===== src/hdl/incremental_pid_with_setpoint_ramp_core_macros.svh =====
// assertion macros for the incremental pid core
`ifndef INCREMENTAL_PID_WITH_SETPOINT_RAMP_CORE_MACROS_SVH
`define INCREMENTAL_PID_WITH_SETPOINT_RAMP_CORE_MACROS_SVH

// implication checked on every rising clock edge outside reset
`define IPID_ASSERT_IMP(label, clk, rst_n, ante, cons, msg) \
    label: assert property (@(posedge clk) disable iff (!rst_n) (ante) |-> (cons)) \
        else $error(msg);

// next-cycle implication checked outside reset
`define IPID_ASSERT_NEXT(label, clk, rst_n, ante, cons, msg) \
    label: assert property (@(posedge clk) disable iff (!rst_n) (ante) |=> (cons)) \
        else $error(msg);

`endif


===== src/hdl/ipid_pkg.sv =====
// shared constants for the incremental pid core
`default_nettype none
package ipid_pkg;
    localparam int DATA_WIDTH_DEF = 32;
    localparam int FRAC_BITS_DEF  = 16;
    localparam int CFG_AW         = 5;

    localparam logic [2:0] REG_GAIN_P   = 3'd0;
    localparam logic [2:0] REG_GAIN_I   = 3'd1;
    localparam logic [2:0] REG_GAIN_D   = 3'd2;
    localparam logic [2:0] REG_ACCEL    = 3'd3;
    localparam logic [2:0] REG_FLOOR    = 3'd4;
    localparam logic [2:0] REG_CEILING  = 3'd5;
    localparam logic [2:0] REG_TARGET   = 3'd6;

    localparam logic REQ_RUN   = 1'b0;
    localparam logic REQ_CLEAR = 1'b1;
endpackage
`default_nettype wire


===== src/hdl/ipid_div.sv =====
// restoring divider for the derivative term, one quotient bit per cycle
`default_nettype none
module ipid_div
    import ipid_pkg::*;
#(
    parameter int DATA_WIDTH = DATA_WIDTH_DEF,
    parameter int FRAC_BITS  = FRAC_BITS_DEF
)
(
    input  wire                         clk,
    input  wire                         rst_n,
    input  wire                         start,
    input  wire signed [DATA_WIDTH-1:0] numer,
    input  wire signed [DATA_WIDTH-1:0] denom,
    output logic                        done,
    output logic signed [DATA_WIDTH-1:0] quot
);
    localparam int NB = DATA_WIDTH + FRAC_BITS;
    localparam int CW = $clog2(NB + 1);
    localparam logic [DATA_WIDTH:0] VMAXU = {2'b00, {(DATA_WIDTH-1){1'b1}}};

    logic [NB-1:0]       dividend_reg;
    logic [DATA_WIDTH:0] rem_reg;
    logic [DATA_WIDTH-1:0] den_reg;
    logic [DATA_WIDTH:0] q_reg;
    logic                qovf_reg;
    logic                neg_reg;
    logic [CW-1:0]       cnt_reg;
    logic                busy_reg;
    logic                fin_reg;

    logic [DATA_WIDTH+1:0] rem_sh;
    logic                  ge;
    logic [DATA_WIDTH+1:0] rem_sub;
    logic [DATA_WIDTH-1:0] nmag;
    logic [DATA_WIDTH+1:0] rem2;
    logic                  rnd;
    logic [DATA_WIDTH+1:0] qr;
    logic [DATA_WIDTH-1:0] qsat;

    always_comb
    begin
        nmag    = numer[DATA_WIDTH-1] ? (~numer + 1'b1) : numer;
        rem_sh  = {rem_reg, dividend_reg[NB-1]};
        ge      = rem_sh >= {2'b00, den_reg};
        rem_sub = ge ? rem_sh - {2'b00, den_reg} : rem_sh;
        rem2    = {rem_reg, 1'b0};
        rnd     = !qovf_reg && (rem2 >= {2'b00, den_reg});
        qr      = {1'b0, q_reg} + {{(DATA_WIDTH+1){1'b0}}, rnd};
        if (qovf_reg)
            qsat = neg_reg ? {1'b1, {(DATA_WIDTH-1){1'b0}}} : VMAXU[DATA_WIDTH-1:0];
        else if (neg_reg)
            qsat = (qr > {1'b0, VMAXU} + 1'b1) ? {1'b1, {(DATA_WIDTH-1){1'b0}}}
                                            : (~qr[DATA_WIDTH-1:0] + 1'b1);
        else
            qsat = (qr > {1'b0, VMAXU}) ? VMAXU[DATA_WIDTH-1:0] : qr[DATA_WIDTH-1:0];
    end

    always_ff @(posedge clk or negedge rst_n)
    begin
        if (!rst_n)
        begin
            busy_reg <= 1'b0;
            fin_reg  <= 1'b0;
            cnt_reg  <= '0;
        end
        else
        begin
            fin_reg <= 1'b0;
            if (start)
            begin
                busy_reg     <= 1'b1;
                cnt_reg      <= CW'(NB);
                dividend_reg <= {nmag, {FRAC_BITS{1'b0}}};
                den_reg      <= denom;
                rem_reg      <= '0;
                q_reg        <= '0;
                qovf_reg     <= 1'b0;
                neg_reg      <= numer[DATA_WIDTH-1];
            end
            else if (busy_reg)
            begin
                rem_reg      <= rem_sub[DATA_WIDTH:0];
                dividend_reg <= {dividend_reg[NB-2:0], 1'b0};
                if (!qovf_reg)
                begin
                    if (q_reg[DATA_WIDTH])
                        qovf_reg <= 1'b1;
                    else
                        q_reg <= {q_reg[DATA_WIDTH-1:0], ge};
                end
                cnt_reg <= cnt_reg - 1'b1;
                if (cnt_reg == CW'(1))
                begin
                    busy_reg <= 1'b0;
                    fin_reg  <= 1'b1;
                end
            end
        end
    end

    assign done = fin_reg;
    assign quot = qsat;
endmodule
`default_nettype wire

===== config.mk =====
export PLATFORM = sky130hd
export DESIGN_NAME = ipid_div
export DESIGN_NICKNAME = d
export VERILOG_FILES = /design/src/hdl/incremental_pid_with_setpoint_ramp_core_macros.svh /design/src/hdl/ipid_pkg.sv /design/src/hdl/ipid_div.sv
export SDC_FILE = /design/constraint.sdc
export NUM_CORES = 1
export LEC_CHECK = 0
export ABC_CLOCK_PERIOD_IN_PS = 8500
export BUFFER_PORTS_ARGS = -buffer_cell sky130_fd_sc_hd__buf_4
export CORE_ASPECT_RATIO = 1.4
export CORE_UTILIZATION = 61
export DETAILED_ROUTE_END_ITERATION = 12
export GPL_TIMING_DRIVEN = 0
export PLACE_DENSITY = 0.8
export SKIP_CTS_REPAIR_TIMING = 1
export SLEW_MARGIN = 20
export SYNTH_ARGS = -nofsm -noshare
export SYNTH_HDL_FRONTEND = slang
export SYNTH_SLANG_ARGS = --single-unit

===== constraint.sdc =====
create_clock -name clk -period 8.5 [get_ports clk]
set_input_delay 1.7 -clock clk [delete_from_list [all_inputs] [get_ports clk]]
set_output_delay 1.7 -clock clk [all_outputs]
set_load 0.03 [all_outputs]

Yosys cells after proc, flatten, opt, wreduce, memory -nomap -nowiden
Index checks and enable logic that the tools add are counted.
- bits in registers: 156
- bits in latches: 0
- bits in writable memories: 0
- bits in read-only memories: 0
- input port bits: 67
- output and inout bits: 33
- logic and storage cells: 51
- memories: 0
- $add $sub $neg: 5
- multiply operators: 0
- div/mod/pow operators: 0
- magnitude comparators: 4
- eq/ne operators: 1
- shift-type cells: 0
- multiplexer cells: 24
- bitwise logic cells: 2
- reduce and logical (&&, ||, !) cells: 5
- operators with widths (kind ; number):
    2-to-1 mux 32 bit ; 6
    2-to-1 mux 33 bit ; 5
    2-to-1 mux 48 bit ; 2
    >= comparator 34 x 32 -> 1 bit ; 2
    adder 32 x 1 -> 32 bit, second input constant ; 2
    inverter 32 bit ; 2
    adder 33 x 1 -> 34 bit ; 1
    greater-than comparator 34 x 31 -> 1 bit, second input constant ; 1
    greater-than comparator 34 x 32 -> 1 bit, second input constant ; 1
    subtractor 33 x 32 -> 33 bit ; 1
    2-to-1 mux 6 bit ; 2
    2-to-1 mux 1 bit ; 9
    == test 6 x 1 -> 1 bit, second input constant ; 1
    subtractor 6 x 1 -> 6 bit, second input constant ; 1
    AND reduction 2 bit ; 2
    nonzero test 2 bit ; 1
    logical AND 1 bit ; 1
    zero test 1 bit ; 1

Longest topological paths before layout
- depth after elaboration: 8
- depth in mapped cells: 24
- depth with buffers taken out: 19

Worst setup path before layout
Ideal clock, no wire load.
- kind: register to output
- start point: reg rem_reg[13]
- end point: out quot[16]
- arrival: 5.515 ns
- data required time: 6.800 ns
- setup slack: 1.285 ns
- stages on the path, launching flop included: 21
- buffers on the path: 3
- cell sequence: edfxtp_1 -> ha_1 -> clkbuf_1 -> nand4_1 -> or4_1 -> nand2b_1 -> nand2_1 -> a221oi_1 -> nor2_1 -> ha_1 -> ha_1 -> buf_4 -> nand4_4 -> nor4_4 -> mux2i_1 -> nor2_1 -> or4_4 -> buf_6 -> nor4_4 -> a211oi_4 -> a311oi_1
- cells in the longest elaborated chain, start to end: 8
- elaborated cells on any way between the ends: 11
- classes of those cells: add/sub (2); order compare (3); mux (4); bitwise (1); reduce/logical (1)
- ends and longest elaborated chain (item ; RTL line ; source):
    from (decl) ; ipid_div.sv:23 ; logic [DATA_WIDTH:0] rem_reg;
    from (signal assigned) ; ipid_div.sv:83 ; rem_reg <= rem_sub[DATA_WIDTH:0];
    >= comparator 34 x 32 -> 1 bit * ; ipid_div.sv:48 ; rnd = !qovf_reg && (rem2 >= {2'b00, den_reg});
    logical AND 1 bit * ; ipid_div.sv:48 ;
    adder 33 x 1 -> 34 bit * ; ipid_div.sv:49 ; qr = {1'b0, q_reg} + {{(DATA_WIDTH+1){1'b0}}, rnd};
    inverter 32 bit ; ipid_div.sv:54 ; : (~qr[DATA_WIDTH-1:0] + 1'b1);
    adder 32 x 1 -> 32 bit ; ipid_div.sv:54 ;
    2-to-1 mux 32 bit ; ipid_div.sv:53 ; qsat = (qr > {1'b0, VMAXU} + 1'b1) ? {1'b1, {(DATA_WIDTH-1){1'b0}}}
    2-to-1 mux 32 bit * ; ipid_div.sv:52 ; else if (neg_reg)
    2-to-1 mux 32 bit * ; ipid_div.sv:50 ; if (qovf_reg)
    to (decl) ; ipid_div.sv:16 ; output logic signed [DATA_WIDTH-1:0] quot
Every way passes the cells marked *; elsewhere a longest branch is shown, timed or not.

Worst setup path in the final report
- start point: reg rem_reg[12]
- end point: out quot[18]
The elaborated chain is that of the path after synthesis.

==> key figures <==
Power
  • Switching share of total power: 35.9%
  • Net Sw Power: 0.941 mW
  • Pwr Density: 194 nW/µm²
  • Internal: 1.68 mW
  • Sequential share of power: 38.2%
  • Max VDD drop: 0.161 mV
  • Clock Power Share: 29.8%
  • Power share of the combinational group: 32.0%
  • Leakage: 5.25 nW

Placement
  • IO buf count: 98
  • Routability cong.: 0.987
  • HPWL Detailed: 23.6 mm
  • Placed cells: 1639

Critical path
  • CP required: 6800 ps
  • CP Capture Type: output port
  • Critical path arrival: 6370 ps
  • Crit path cell chain: ha_1 -> clkbuf_1 -> nand4_1 -> or4_1 -> nand2b_1 -> nand2_1 -> a221oi_1 -> nor2_1 -> ha_1 -> ha_1 -> buf_4 -> nand4_4 -> nor4_4 -> buf_4 -> mux2i_1 -> o22ai_1 -> nor4_1 -> nand3_1 -> a311oi_2 -> buf_4
  • Critical Path Slowest Stage Cell: nor4_1
  • Crit Path Class: reg -> out
  • Crit-path max FO: 9
  • Critical Path Max Stage Delay: 1020 ps
  • Worst Setup Start Kind: flop

Run status
  • Status: completed

GRT
  • Largest net degree at the start of global routing: 94
  • Vias in the first global route: 10368
  • Met2 Usage GRT: 60.6%
  • Met1 usage: 34.9%
  • All-Layer GR Usage: 32.5%
  • Initial antenna violation count: 0
  • M3 GR Usage: 3.47%
  • GR Overflow Total: 0
  • Gr busiest metal: met2
  • First-pass GRT wire length: 51.1 mm

Synth
  • Post-synthesis sequential area ratio: 39.5%
  • Syn Inst Count: 1295
  • Cell accounting for the most synthesized area: edfxtp_1
  • Synth async-reset ratio: 5.13%
  • Syn_nets: 1401
  • Post-synth top area share: 37.8%
  • Largest cells by area after synthesis: edfxtp_1, nand2_1, xnor2_1
  • Post-synthesis cell type count: 88
  • Synth Cell Area: 11800 µm²
  • Number of synthesized flops with an enable pin: 148
  • YS warnings: 0
  • Register bit total from synthesis: 156
  • Syn Area/Cell: 9.09 µm²
  • Ys flop type: edfxtp_1

Clocking
  • CTS tree: done
  • CTS H-tree depth: 4
  • CTS Root Cell: clkbuf_16
  • Clock transition at the registers of the reported paths: 80 ps
  • Num CTS Buffers: 17
  • Clk_lat worst skew: 430 ps
  • Clock tree sinks: 156
  • Max clock buf depth: 2

STA
  • Final min period: 8070 ps
  • Endpoints failing hold: 0
  • Slew headroom: 21.7%
  • Slew Limit Fails: 0
  • Max Fclk: 124 MHz
  • # setup viols final: 0
  • Setup TNS: 0 ps
  • Part of the cycle the worst path needs: 95.0%
  • Worst Skew: 11.3 ps
  • Slew @ Worst Pin: 1160 ps
  • RSZ-0062 raised after global routing: false

Floorplanning
  • Core area: 18800 µm²
  • Initial core utilization: 62.8%
  • IO Count: 100
  • Die W: 119 µm
  • DIE AREA: 19900 µm²
  • Die Ht: 166 µm
  • Std cell rows: 59

Route
  • Drt total wl: 31.7 mm
  • Drt pass-1 iters: 7
  • Avg Vias per Cell: 6.29
  • Routed Antenna Nets: 0
  • Remaining DRCs: 0
  • Vias: 10515
  • Wire per inst: 18.9 µm
  • Iteration-0 DRC Markers: 583

Cells and area
  • Most common cell after layout, fill and taps aside: nand2_1
  • Fin cells: 1673
  • Layout cells sized above 1: 15.5%
  • ANT cells: 0
  • Area growth, synth to finish: 14.9%
  • Max reg flops: 48
  • Final nets: 1522
  • Commonest cells after routing, fill and taps aside: nand2_1, edfxtp_1, nor2_1, buf_4, a21oi_1

Worst hold path
  • HP Class: reg -> reg

Run
  • Max Cap Viol: 0
-- cell usage after synthesis, types with 5 or more instances --
library cell and instances:
nand2_1 192, nor4_1 14, clkbuf_1 64, nand3_1 41, a32oi_1 7, nor3_1 23
a21oi_1 86, nand2b_1 10, edfxtp_1 148, dfrtp_1 8, nor3_2 8, nor2_1 105
xor2_1 28, and4_1 6, nor2b_1 7, buf_4 5, mux2i_1 23, inv_1 51
xnor2_1 66, a22o_1 32, buf_6 5, buf_2 9, or3_1 21, ha_1 38
a21o_1 21, o31ai_1 12, and2_1 8, or2_2 8, a31oi_1 9, and3_1 8
a311oi_2 8, a211oi_1 13, a311oi_1 27, o21ai_0 48, o21a_1 7, or4_1 7
nand4_1 24, o211ai_1 8
-- path summary, 6_finish.rpt --
check	from	end	slack, ps	cells after the start
max in group asynchronous	rst_n	cnt_reg[1]	6570	1
min	cnt_reg[5]	cnt_reg[5]	550	2
max reg2reg	rem_reg[27]	rem_reg[7]	4750	11
min reg2reg	cnt_reg[5]	cnt_reg[5]	550	2
max	rem_reg[12]	quot[18]	430	20
min in group asynchronous	rst_n	cnt_reg[4]	1380	1
-- worst max-delay path: cells and delay by family (launching register included) --
kind                     cells  cell delay, ps
AND/OR/NAND/NOR              9            3030
AO/OA/AOI/OAI                3             650
flip-flops                   1             430
multiplexers                 1             240
buffers and inverters        4             860
adder cells (fa/ha/maj)      3             730
-- power by group through the flow --
stage / sequential [mW] / combinational [mW] / clock [mW]
after global placement: 1.01 / 0.798 / 0
after detailed placement: 1.01 / 0.818 / 0
final: 1.00 / 0.838 / 0.780
after global routing: 1.01 / 0.921 / 0.810
after floorplan: 0.996 / 0.604 / 0
after CTS: 0.998 / 0.831 / 0.781
-- kinds of logic (layout without fill, tap and decap cells) --
| family | Yosys count | count (layout) | synth area share (%) |
|---|---|---|---|
| buf+inv | 136 | 270 | 4.91 |
| fa+ha+maj | 39 | 39 | 4.21 |
| xor+xnor | 94 | 94 | 6.99 |
| flops | 156 | 156 | 39.5 |
| mux | 27 | 27 | 2.34 |
| compound gates | 326 | 326 | 19.9 |
| simple gates | 517 | 517 | 22.2 |
-- layout make-up --
type,count,area (µm²)
inverters,51,191
flip-flops and latches,156,4640
plain buffers,84,384
clock buffers,17,425
multi-input cells,1003,6580
well taps,244,305
fillers,1465,5230
clock inverters,15,183
repair buffers,103,810
-- through the flow --
stage                     hold slack (ps)  total power, mW  utilization [%]  area, µm²  setup slack (ps)
after detailed placement              507             1.83             68.7      12900               578
final                                 548             2.62             72.1      13500               425
after global routing                  561             2.74             72.1      13500              31.7
after floorplan                       480             1.60                -      11800              1290
after CTS                             542             2.61             71.9      13500               126
after global placement                494             1.81             68.3      12800               176
-- metal layers --
layer / routed length, µm / share of wire [%] / up-vias
met5: 0 / 0 / -
met1: 11700 / 37 / 4955
met3: 1200 / 3.8 / 110
met2: 17100 / 54 / 383
li1: - / - / 5067
met4: 1680 / 5.3 / 0
No activity file was read; power rests on OpenSTA's default activity.
